File: src/sv/rhsv_pkg.sv
// Shared types and constants for the RGB to HSV pixel pipeline.
package rhsv_pkg;

	localparam int unsigned CH_W  = 8;   // width of one colour channel
	localparam int unsigned QW    = 16;  // width of hue and saturation quotients
	localparam int unsigned HUE_W = 11;  // holds 6 * chroma and the hue numerator

	typedef enum logic [1:0] {
		SEL_RED,
		SEL_GREEN,
		SEL_BLUE
	} max_sel_t;

	// Everything the front end hands to the two dividers for one pixel.
	typedef struct packed {
		logic [CH_W-1:0]  vmax;
		logic             sat_zero;
		logic             hue_zero;
		logic [CH_W-1:0]  sat_hi;
		logic [QW-1:0]    sat_lo;
		logic [HUE_W-1:0] hue_num;
		logic [HUE_W-1:0] hue_den;
	} front_t;

endpackage

File: src/sv/rhsv_front.sv
// Front end: max/min selection, chroma, and the dividend and divisor set-up for both dividers.
module rhsv_front (
	input  logic                        clk,
	input  logic                        arst_n,
	input  logic                        en,
	input  logic                        in_vld,
	input  logic [rhsv_pkg::CH_W-1:0]   red,
	input  logic [rhsv_pkg::CH_W-1:0]   green,
	input  logic [rhsv_pkg::CH_W-1:0]   blue,
	output logic                        out_vld,
	output rhsv_pkg::front_t            out_data
);

	logic [rhsv_pkg::CH_W-1:0] vmax_c, vmin_c;
	rhsv_pkg::max_sel_t        sel_c;
	logic signed [rhsv_pkg::CH_W:0] diff_c;

	logic                      vld_s1;
	logic [rhsv_pkg::CH_W-1:0] vmax_s1, vmin_s1;
	rhsv_pkg::max_sel_t        sel_s1;
	logic signed [rhsv_pkg::CH_W:0] diff_s1;

	logic [rhsv_pkg::CH_W-1:0]  chroma;
	logic [rhsv_pkg::HUE_W-1:0] c6;
	logic signed [rhsv_pkg::HUE_W:0] base, wsum, wrapped;
	logic [rhsv_pkg::CH_W+rhsv_pkg::QW-1:0] sat_num;
	rhsv_pkg::front_t          nxt;

	logic                      vld_s2;
	rhsv_pkg::front_t          data_s2;

	// Stage 1: largest and smallest channel; on ties blue beats green beats red.
	always_comb begin
		vmax_c = red;
		if (green > vmax_c) vmax_c = green;
		if (blue > vmax_c) vmax_c = blue;
		vmin_c = red;
		if (green < vmin_c) vmin_c = green;
		if (blue < vmin_c) vmin_c = blue;
		priority if (blue == vmax_c) begin
			sel_c  = rhsv_pkg::SEL_BLUE;
			diff_c = $signed({1'b0, red}) - $signed({1'b0, green});
		end else if (green == vmax_c) begin
			sel_c  = rhsv_pkg::SEL_GREEN;
			diff_c = $signed({1'b0, blue}) - $signed({1'b0, red});
		end else begin
			sel_c  = rhsv_pkg::SEL_RED;
			diff_c = $signed({1'b0, green}) - $signed({1'b0, blue});
		end
	end

	always_ff @(posedge clk or negedge arst_n) begin
		if (!arst_n) begin
			vld_s1 <= 1'b0;
		end else if (en) begin
			vld_s1 <= in_vld;
		end
	end

	always_ff @(posedge clk) begin
		if (en) begin
			vmax_s1 <= vmax_c;
			vmin_s1 <= vmin_c;
			sel_s1  <= sel_c;
			diff_s1 <= diff_c;
		end
	end

	// Stage 2: hue numerator wrapped into [0, 6*chroma) and saturation dividend chroma*65535.
	always_comb begin
		chroma = vmax_s1 - vmin_s1;
		c6     = rhsv_pkg::HUE_W'({chroma, 2'b00}) + rhsv_pkg::HUE_W'({chroma, 1'b0});
		unique case (sel_s1)
			rhsv_pkg::SEL_BLUE:  base = (rhsv_pkg::HUE_W+1)'({chroma, 2'b00});
			rhsv_pkg::SEL_GREEN: base = (rhsv_pkg::HUE_W+1)'({chroma, 1'b0});
			default:             base = '0;
		endcase
		wsum    = base + (rhsv_pkg::HUE_W+1)'(diff_s1);
		wrapped = wsum[rhsv_pkg::HUE_W] ? wsum + $signed({1'b0, c6}) : wsum;
		sat_num = {chroma, rhsv_pkg::QW'(0)} - (rhsv_pkg::CH_W+rhsv_pkg::QW)'(chroma);

		nxt.vmax     = vmax_s1;
		nxt.sat_zero = (vmax_s1 == '0);
		nxt.hue_zero = (chroma == '0);
		nxt.sat_hi   = sat_num[rhsv_pkg::CH_W+rhsv_pkg::QW-1:rhsv_pkg::QW];
		nxt.sat_lo   = sat_num[rhsv_pkg::QW-1:0];
		nxt.hue_num  = wrapped[rhsv_pkg::HUE_W-1:0];
		nxt.hue_den  = c6;
	end

	always_ff @(posedge clk or negedge arst_n) begin
		if (!arst_n) begin
			vld_s2 <= 1'b0;
		end else if (en) begin
			vld_s2 <= vld_s1;
		end
	end

	always_ff @(posedge clk) begin
		if (en) begin
			data_s2 <= nxt;
		end
	end

	assign out_vld  = vld_s2;
	assign out_data = data_s2;

endmodule

File: src/sv/rhsv_div.sv
// Pipelined restoring divider: one quotient bit per register stage.
module rhsv_div #(
	parameter int unsigned DW = 8,
	parameter int unsigned TW = 1
) (
	input  logic                      clk,
	input  logic                      arst_n,
	input  logic                      en,
	input  logic                      in_vld,
	input  logic [DW-1:0]             in_rem,
	input  logic [rhsv_pkg::QW-1:0]   in_lo,
	input  logic [DW-1:0]             in_den,
	input  logic [TW-1:0]             in_tag,
	output logic                      out_vld,
	output logic [rhsv_pkg::QW-1:0]   out_quo,
	output logic [TW-1:0]             out_tag
);

	localparam int unsigned NS = rhsv_pkg::QW;

	// The dividend's low bits shift out of lo_s at the top while quotient bits shift in below.
	logic                    vld_s [NS];
	logic [rhsv_pkg::QW-1:0] lo_s  [NS];
	logic [TW-1:0]           tag_s [NS];
	logic [DW-1:0]           rem_s [NS-1];
	logic [DW-1:0]           den_s [NS-1];

	for (genvar i = 0; i < NS; i++) begin : g_step
		logic                    vld_in;
		logic [DW-1:0]           rem_in, den_in;
		logic [rhsv_pkg::QW-1:0] lo_in;
		logic [TW-1:0]           tag_in;
		logic [DW:0]             trial;
		logic                    ge;

		if (i == 0) begin : g_first
			assign vld_in = in_vld;
			assign rem_in = in_rem;
			assign den_in = in_den;
			assign lo_in  = in_lo;
			assign tag_in = in_tag;
		end else begin : g_next
			assign vld_in = vld_s[i-1];
			assign rem_in = rem_s[i-1];
			assign den_in = den_s[i-1];
			assign lo_in  = lo_s[i-1];
			assign tag_in = tag_s[i-1];
		end

		assign trial = {rem_in, lo_in[rhsv_pkg::QW-1]};
		assign ge    = (trial >= {1'b0, den_in});

		always_ff @(posedge clk or negedge arst_n) begin
			if (!arst_n) begin
				vld_s[i] <= 1'b0;
			end else if (en) begin
				vld_s[i] <= vld_in;
			end
		end

		always_ff @(posedge clk) begin
			if (en) begin
				lo_s[i]  <= {lo_in[rhsv_pkg::QW-2:0], ge};
				tag_s[i] <= tag_in;
			end
		end

		if (i < NS - 1) begin : g_keep
			always_ff @(posedge clk) begin
				if (en) begin
					rem_s[i] <= ge ? DW'(trial - {1'b0, den_in}) : trial[DW-1:0];
					den_s[i] <= den_in;
				end
			end
		end
	end

	assign out_vld = vld_s[NS-1];
	assign out_quo = lo_s[NS-1];
	assign out_tag = tag_s[NS-1];

endmodule

File: src/sv/rgb_to_hsv_pixel_core.sv
// Top level of the RGB to HSV pixel converter.
// A request passes through the front-end stages, the divider stages and the output register before reaching m_tdata.
// Throughput: one pixel per cycle unless the output stalls; the sixteen-stage dividers take one quotient bit per stage.
// The whole pipeline advances whenever the output register is empty or being taken.
// Reset (arst_n low) clears every valid bit at once; the data registers are not reset.
module rgb_to_hsv_pixel_core (
	input  logic        clk,
	input  logic        arst_n,
	input  logic        s_tvalid,
	output logic        s_tready,
	input  logic [23:0] s_tdata,   // red [7:0], green [15:8], blue [23:16]
	output logic        m_tvalid,
	input  logic        m_tready,
	output logic [39:0] m_tdata    // hue [15:0], saturation [31:16], brightness [39:32]
);

	localparam int unsigned TAG_W = rhsv_pkg::CH_W + 1;

	logic                      adv;
	logic                      fr_vld;
	rhsv_pkg::front_t          fr_data;
	logic                      sat_vld, hue_vld;
	logic [rhsv_pkg::QW-1:0]   sat_quo, hue_quo;
	logic [TAG_W-1:0]          sat_tag;
	logic [0:0]                hue_tag;

	logic                      vld_q;
	logic [rhsv_pkg::QW-1:0]   hue_q, sat_q;
	logic [rhsv_pkg::CH_W-1:0] bright_q;

	assign adv      = !vld_q || m_tready;
	assign s_tready = adv;

	rhsv_front u_front (
		.clk      (clk),
		.arst_n   (arst_n),
		.en       (adv),
		.in_vld   (s_tvalid),
		.red      (s_tdata[7:0]),
		.green    (s_tdata[15:8]),
		.blue     (s_tdata[23:16]),
		.out_vld  (fr_vld),
		.out_data (fr_data)
	);

	rhsv_div #(
		.DW (rhsv_pkg::CH_W),
		.TW (TAG_W)
	) u_sat_div (
		.clk     (clk),
		.arst_n  (arst_n),
		.en      (adv),
		.in_vld  (fr_vld),
		.in_rem  (fr_data.sat_hi),
		.in_lo   (fr_data.sat_lo),
		.in_den  (fr_data.vmax),
		.in_tag  ({fr_data.vmax, fr_data.sat_zero}),
		.out_vld (sat_vld),
		.out_quo (sat_quo),
		.out_tag (sat_tag)
	);

	rhsv_div #(
		.DW (rhsv_pkg::HUE_W),
		.TW (1)
	) u_hue_div (
		.clk     (clk),
		.arst_n  (arst_n),
		.en      (adv),
		.in_vld  (fr_vld),
		.in_rem  (fr_data.hue_num),
		.in_lo   ('0),
		.in_den  (fr_data.hue_den),
		.in_tag  (fr_data.hue_zero),
		.out_vld (hue_vld),
		.out_quo (hue_quo),
		.out_tag (hue_tag)
	);

	always_ff @(posedge clk or negedge arst_n) begin
		if (!arst_n) begin
			vld_q <= 1'b0;
		end else if (adv) begin
			vld_q <= sat_vld;
		end
	end

	// A zero divisor leaves the quotient at all ones, so gray and black pixels are forced here.
	always_ff @(posedge clk) begin
		if (adv) begin
			hue_q    <= hue_tag[0] ? '0 : hue_quo;
			sat_q    <= sat_tag[0] ? '0 : sat_quo;
			bright_q <= sat_tag[TAG_W-1:1];
		end
	end

	assign m_tvalid = vld_q;
	assign m_tdata  = {bright_q, sat_q, hue_q};

`ifndef SYNTHESIS
	a_div_lockstep: assert property (@(posedge clk) disable iff (!arst_n)
		sat_vld == hue_vld)
		else $error("saturation and hue dividers out of step");

	a_stall_holds: assert property (@(posedge clk) disable iff (!arst_n)
		!adv |=> $stable(fr_data) && $stable(fr_vld))
		else $error("front end moved during a stall");

	a_black_sat: assert property (@(posedge clk) disable iff (!arst_n)
		vld_q && bright_q == '0 |-> sat_q == '0)
		else $error("black pixel with non-zero saturation");

	a_gray_hue: assert property (@(posedge clk) disable iff (!arst_n)
		vld_q && bright_q != '0 && sat_q == '0 |-> hue_q == '0)
		else $error("gray pixel with non-zero hue");
`endif

endmodule
File: config.mk
export PLATFORM = sky130hd
export DESIGN_NAME = rgb_to_hsv_pixel_core
export DESIGN_NICKNAME = d
export VERILOG_FILES = /design/src/sv/rhsv_pkg.sv /design/src/sv/rhsv_front.sv /design/src/sv/rhsv_div.sv /design/src/sv/rgb_to_hsv_pixel_core.sv
export SDC_FILE = /design/constraint.sdc
export NUM_CORES = 2
export LEC_CHECK = 0
export BUFFER_PORTS_ARGS = -buffer_cell sky130_fd_sc_hd__buf_2
export CAP_MARGIN = 40
export CELL_PAD_IN_SITES_DETAIL_PLACEMENT = 2
export CELL_PAD_IN_SITES_GLOBAL_PLACEMENT = 2
export CORE_MARGIN = 1.5
export CORE_UTILIZATION = 52
export CTS_BUF_LIST = sky130_fd_sc_hd__clkbuf_2
export DETAILED_ROUTE_END_ITERATION = 6
export PLACE_DENSITY_LB_ADDON = 0.1
export SYNTH_ARGS = -nofsm -noshare
export SYNTH_HDL_FRONTEND = slang
export SYNTH_SLANG_ARGS = --single-unit
File: constraint.sdc
create_clock -name clk -period 115.2 [get_ports clk]
set_input_delay 17.28 -clock clk [delete_from_list [all_inputs] [get_ports clk]]
set_output_delay 17.28 -clock clk [all_outputs]
set_load 0.02 [all_outputs]
==> results of run 1 <==
## logic make-up after synthesis
| logic type | after synthesis | share of synthesized area [%] |
|---|---|---|
| flip-flops | 1078 | 62.2 |
| adder cells (fa/ha/maj) | 403 | 10.3 |
| XOR/XNOR | 223 | 3.78 |
| buffers and inverters | 493 | 3.62 |
| AND/OR/NAND/NOR | 687 | 6.76 |
| multiplexers | 259 | 5.53 |
| AO/OA/AOI/OAI | 614 | 7.84 |
## metrics by stage
stage                     cell area, um2  utilization [%]
after floorplan                    51900                -
after global placement             53800             54.6
after detailed placement           54000             54.7
==> impl_results.md, run 1 <==
* Syn. warnings at 0
* Clock Sink Count at 1078
* CTS Root Cell: clkbuf_2
* Top-area cell type share of the netlist area at 61.3%
* Starting density of the core at 52.6%
* Largest area contributor in the netlist: edfxtp_1
* DPL Wire Length at 121000 um
* IO Count at 70
* Sequential share of the synthesized area at approximately 62%
* Post-synth net total at ~4200
* PostCTS Resize Cnt at 0
* Number of flops mapped to enable cells by yosys at 1059
* DP Worst Slack at slightly below 80 ns
* # port buffers at 69
* Synth top cells by count: edfxtp_1, inv_1, ha_1
* Main synth FF type: edfxtp_1
* Mean Syn Cell Area at roughly 14 um2
* Async SR Flop Fraction at between 1.5 and 2%
* Num CTS Buffers at 301
* Max clock buf depth at 4
* Die Ht at about 320 um
* Row Count at roughly 120
* Synth top area cells: edfxtp_1, ha_1, mux2_2
* Cell Area, Synth at 51900 um2
* H-tree levels at 5
* Most common cell in the netlist: edfxtp_1
* Die Span X at between 300 and 400 um
* Synth cell types at between 70 and 80
* Run Error: [ERROR DPL-0033] detailed placement checks failed during check placement.
* Setup Fix Bufs, Post-CTS at 0
* Yosys reg bits at about 1100
* Fail Step: clock tree synthesis
* Hold-fix buffers, CTS at 0
* Synth Instances at approximately 3800
* Placed instance count at slightly above 5000
* GPL Wtd Cong at 0.851
* Status: stopped before the end
==> run 2, diff against run 1 <==
- CELL_PAD_IN_SITES_DETAIL_PLACEMENT: 2 -> not set
- CELL_PAD_IN_SITES_GLOBAL_PLACEMENT: 2 -> not set
- CORE_UTILIZATION: 52 -> 40
- CTS_BUF_LIST: sky130_fd_sc_hd__clkbuf_2 -> not set
- PLACE_DENSITY_LB_ADDON: 0.1 -> 0.15
==> run 2 against run 1 <==
The flow now finishes without violations. Area after synthesis is the same. Synthesized cell count is the same.
==> impl_results.md, run 2 <==
* Final Hold Vio Count at 0
* Reg-to-reg startpoint: u_front.vmax_s1[2]$_DFFE_PP_
* Starting density of the core at 40.5% (was 52.6%)
* Commonest non-fill, non-tap cell in the layout: edfxtp_1
* Setup TNS Final at 0 ns
* Row Count at 131 (was 115)
* CP bufs+invs at 2
* Tot GR Track Use at roughly an eighth
* Global-route met3 utilization at about 2.5%
* Post-synth net total at 4188 (unchanged)
* Routed Antenna Nets at 0
* Setup Fix Bufs, Post-CTS at 0 (unchanged)
* Layout Nets at 4374
* Number of flops mapped to enable cells by yosys at 1059 (unchanged)
* Sequential share of the synthesized area at 62.2% (unchanged)
* Overflow left after global routing at 0
* GR peak layer: met2
* Critical Path, Cell by Cell: buf_2, nand2b_4, buf_2
* # diodes at 0
* DRC Markers at 0
* CTS Root Cell: clkbuf_16 (was clkbuf_2)
* H-tree levels at 3 (was 5)
* IO Count at 70 (unchanged)
* Slew @ Worst Pin at 1.03 ns
* Hold path start: u_hue_div.lo_s[9][4]$_DFFE_PP_
* Worst Hold Class: flop to flop
* Status: finished, final reports clean (was stopped before the end)
* Slowest cell on crit path: buf_2
* WP data arrival at roughly 18 ns
* Async SR Flop Fraction at 1.76% (unchanged)
* Endpoints failing setup at 0
* Tmin final at 35.13 ns
* DPL Wire Length at 61100 um (was 121000 um)
* Biggest regs: u_sat_div.lo_s x249, u_hue_div.rem_s x150, u_hue_div.lo_s x136
* Most common cell in the netlist: edfxtp_1 (unchanged)
* PostCTS Resize Cnt at 0 (unchanged)
* Hold-fix buffers, CTS at 0 (unchanged)
* # port buffers at 69 (unchanged)
* Syn. warnings at 0 (unchanged)
* Vias per Instance at about 4.8
* Vias in the first global route at approximately 29000
* Final worst-path cycle share at between 30% and 40%
* Relative slew slack at about a third
* Mean Syn Cell Area at 13.8 um2 (unchanged)
* Largest area contributor in the netlist: edfxtp_1 (unchanged)
* Synth top cells by count: edfxtp_1, inv_1, ha_1 (unchanged)
* Worst clock skew at 0.0316 ns
* Worst Setup SP: m_tready
* Max Clock Freq at approximately 28 MHz
* Total die area at approximately 130000 um2
* R2r worst-path depth at 20
* Initial antenna violation count at 0
* Drt wl/cell at 15.0 um
* GPL Wtd Cong at 0.846 (was 0.851)
* Main synth FF type: edfxtp_1 (unchanged)
* Area Growth Syn to Fin at 12.5%
* Synth Instances at 3757 (unchanged)
* Final WL at about 86000 um
* Max clock buf depth at 3 (was 4)
* Synth cell types at 75 (unchanged)
* CP Capture Type: primary output
* Hold path cells at 0
* RSZ-0062 raised after global routing: no
* Synth top area cells: edfxtp_1, ha_1, mux2_2 (unchanged)
* Max reg flops at 249
* Max-slew violations at 0
* Die Ht at 363 um (was 319 um)
* Worst Path Required at a little under 100 ns
* Clock transition at path regs at around 0.060 ns
* Crit Path Category: input pin to primary output
* Clock Sink Count at 1078 (unchanged)
* First-pass GRT wire length at between 100000 and 150000 um
* Layout cells sized above 1 at between 10% and 20%
* Core area at between 100000 and 150000 um2
* Met2 Usage GRT at roughly a quarter
* Most frequent cells in the layout: edfxtp_1, inv_1, ha_1, mux2_2, nor2_1
* Largest fanout on the critical path at 3
* Worst path depth at 3
* Starting DRT DRC Count at between 1000 and 1500
* First-pass DRT Iterations at 5
* Die Span X at 363 um (was 319 um)
* CTS tree: done
* Vias at 27900
* Met1 usage at between 10% and 20%
* Worst Setup Start Kind: input pin
* Top-area cell type share of the netlist area at 61.3% (unchanged)
* Largest net degree at the start of global routing at 178
* Max Cap Viol at 0
* Largest Register: u_sat_div.lo_s
* Top delay family on crit path: buffers and inverters
* Skew-Pair Late Insertion Delay at about 0.74 ns
* Most used cell, CP: buf_2
* Cell Area, Synth at 51900 um2 (unchanged)
* Num CTS Buffers at 117 (was 301)
* Crit-path max cell delay at 0.25 ns
* Yosys reg bits at 1078 (unchanged)
-- run 2: cell families after synthesis --
logic type | after synthesis | synth area share, %
fa+ha+maj | 403 | 10.3
xor+xnor | 223 | 3.78
simple gates | 687 | 6.76
flops | 1078 | 62.2
compound gates | 614 | 7.84
buf+inv | 493 | 3.62
mux | 259 | 5.53
-- run 2: cell type report --
type                            instances  area (um2)
Multi-Input combinational cell       2186       17700
Tap cell                             1729        2160
Inverter                              462        1730
Sequential cell                      1078       32300
Clock buffer                          136        3000
Fill cell                           11600       69800
Timing Repair Buffer                   98         688
Clock inverter                         80         791
-- run 2: routing by layer --
metal  vias up  share of wire (%)
li1      14100                  -
met1     13300                 41
met2       325                 53
met3       182                3.1
met4         0                3.4
met5         -                  0
-- run 2: worst paths after layout --
path	end	slack (ns)
max	s_tready	80.07
max in group asynchronous	u_front.out_vld$_DFFE_PN0P_	98.40
min	u_hue_div.lo_s[10][5]$_DFFE_PP_	0.39
min in group asynchronous	u_front.vld_s1$_DFFE_PN0P_	16.48
min reg2reg	u_hue_div.lo_s[10][5]$_DFFE_PP_	0.39
max reg2reg	u_front.out_data[21]$_DFFE_PP_	109.83
-- run 2: stage by stage --
stage,instances,utilization [%],setup WS (ns),hold WS (ns),cell area [um2]
finish,5769,45.5,80.07,0.391,58400
global route,5769,45.5,79.99,0.397,58400
CTS,5769,45.5,79.99,0.391,58400
detailed placement,5553,42.6,79.99,0.405,54600
global placement,5541,42.4,79.99,0.401,54400
floorplan,3757,-,51.60,0.400,51900
Power of run 2 is not shown: default switching activity piles up to over one toggle a cycle in this logic, so the estimate is an artifact.
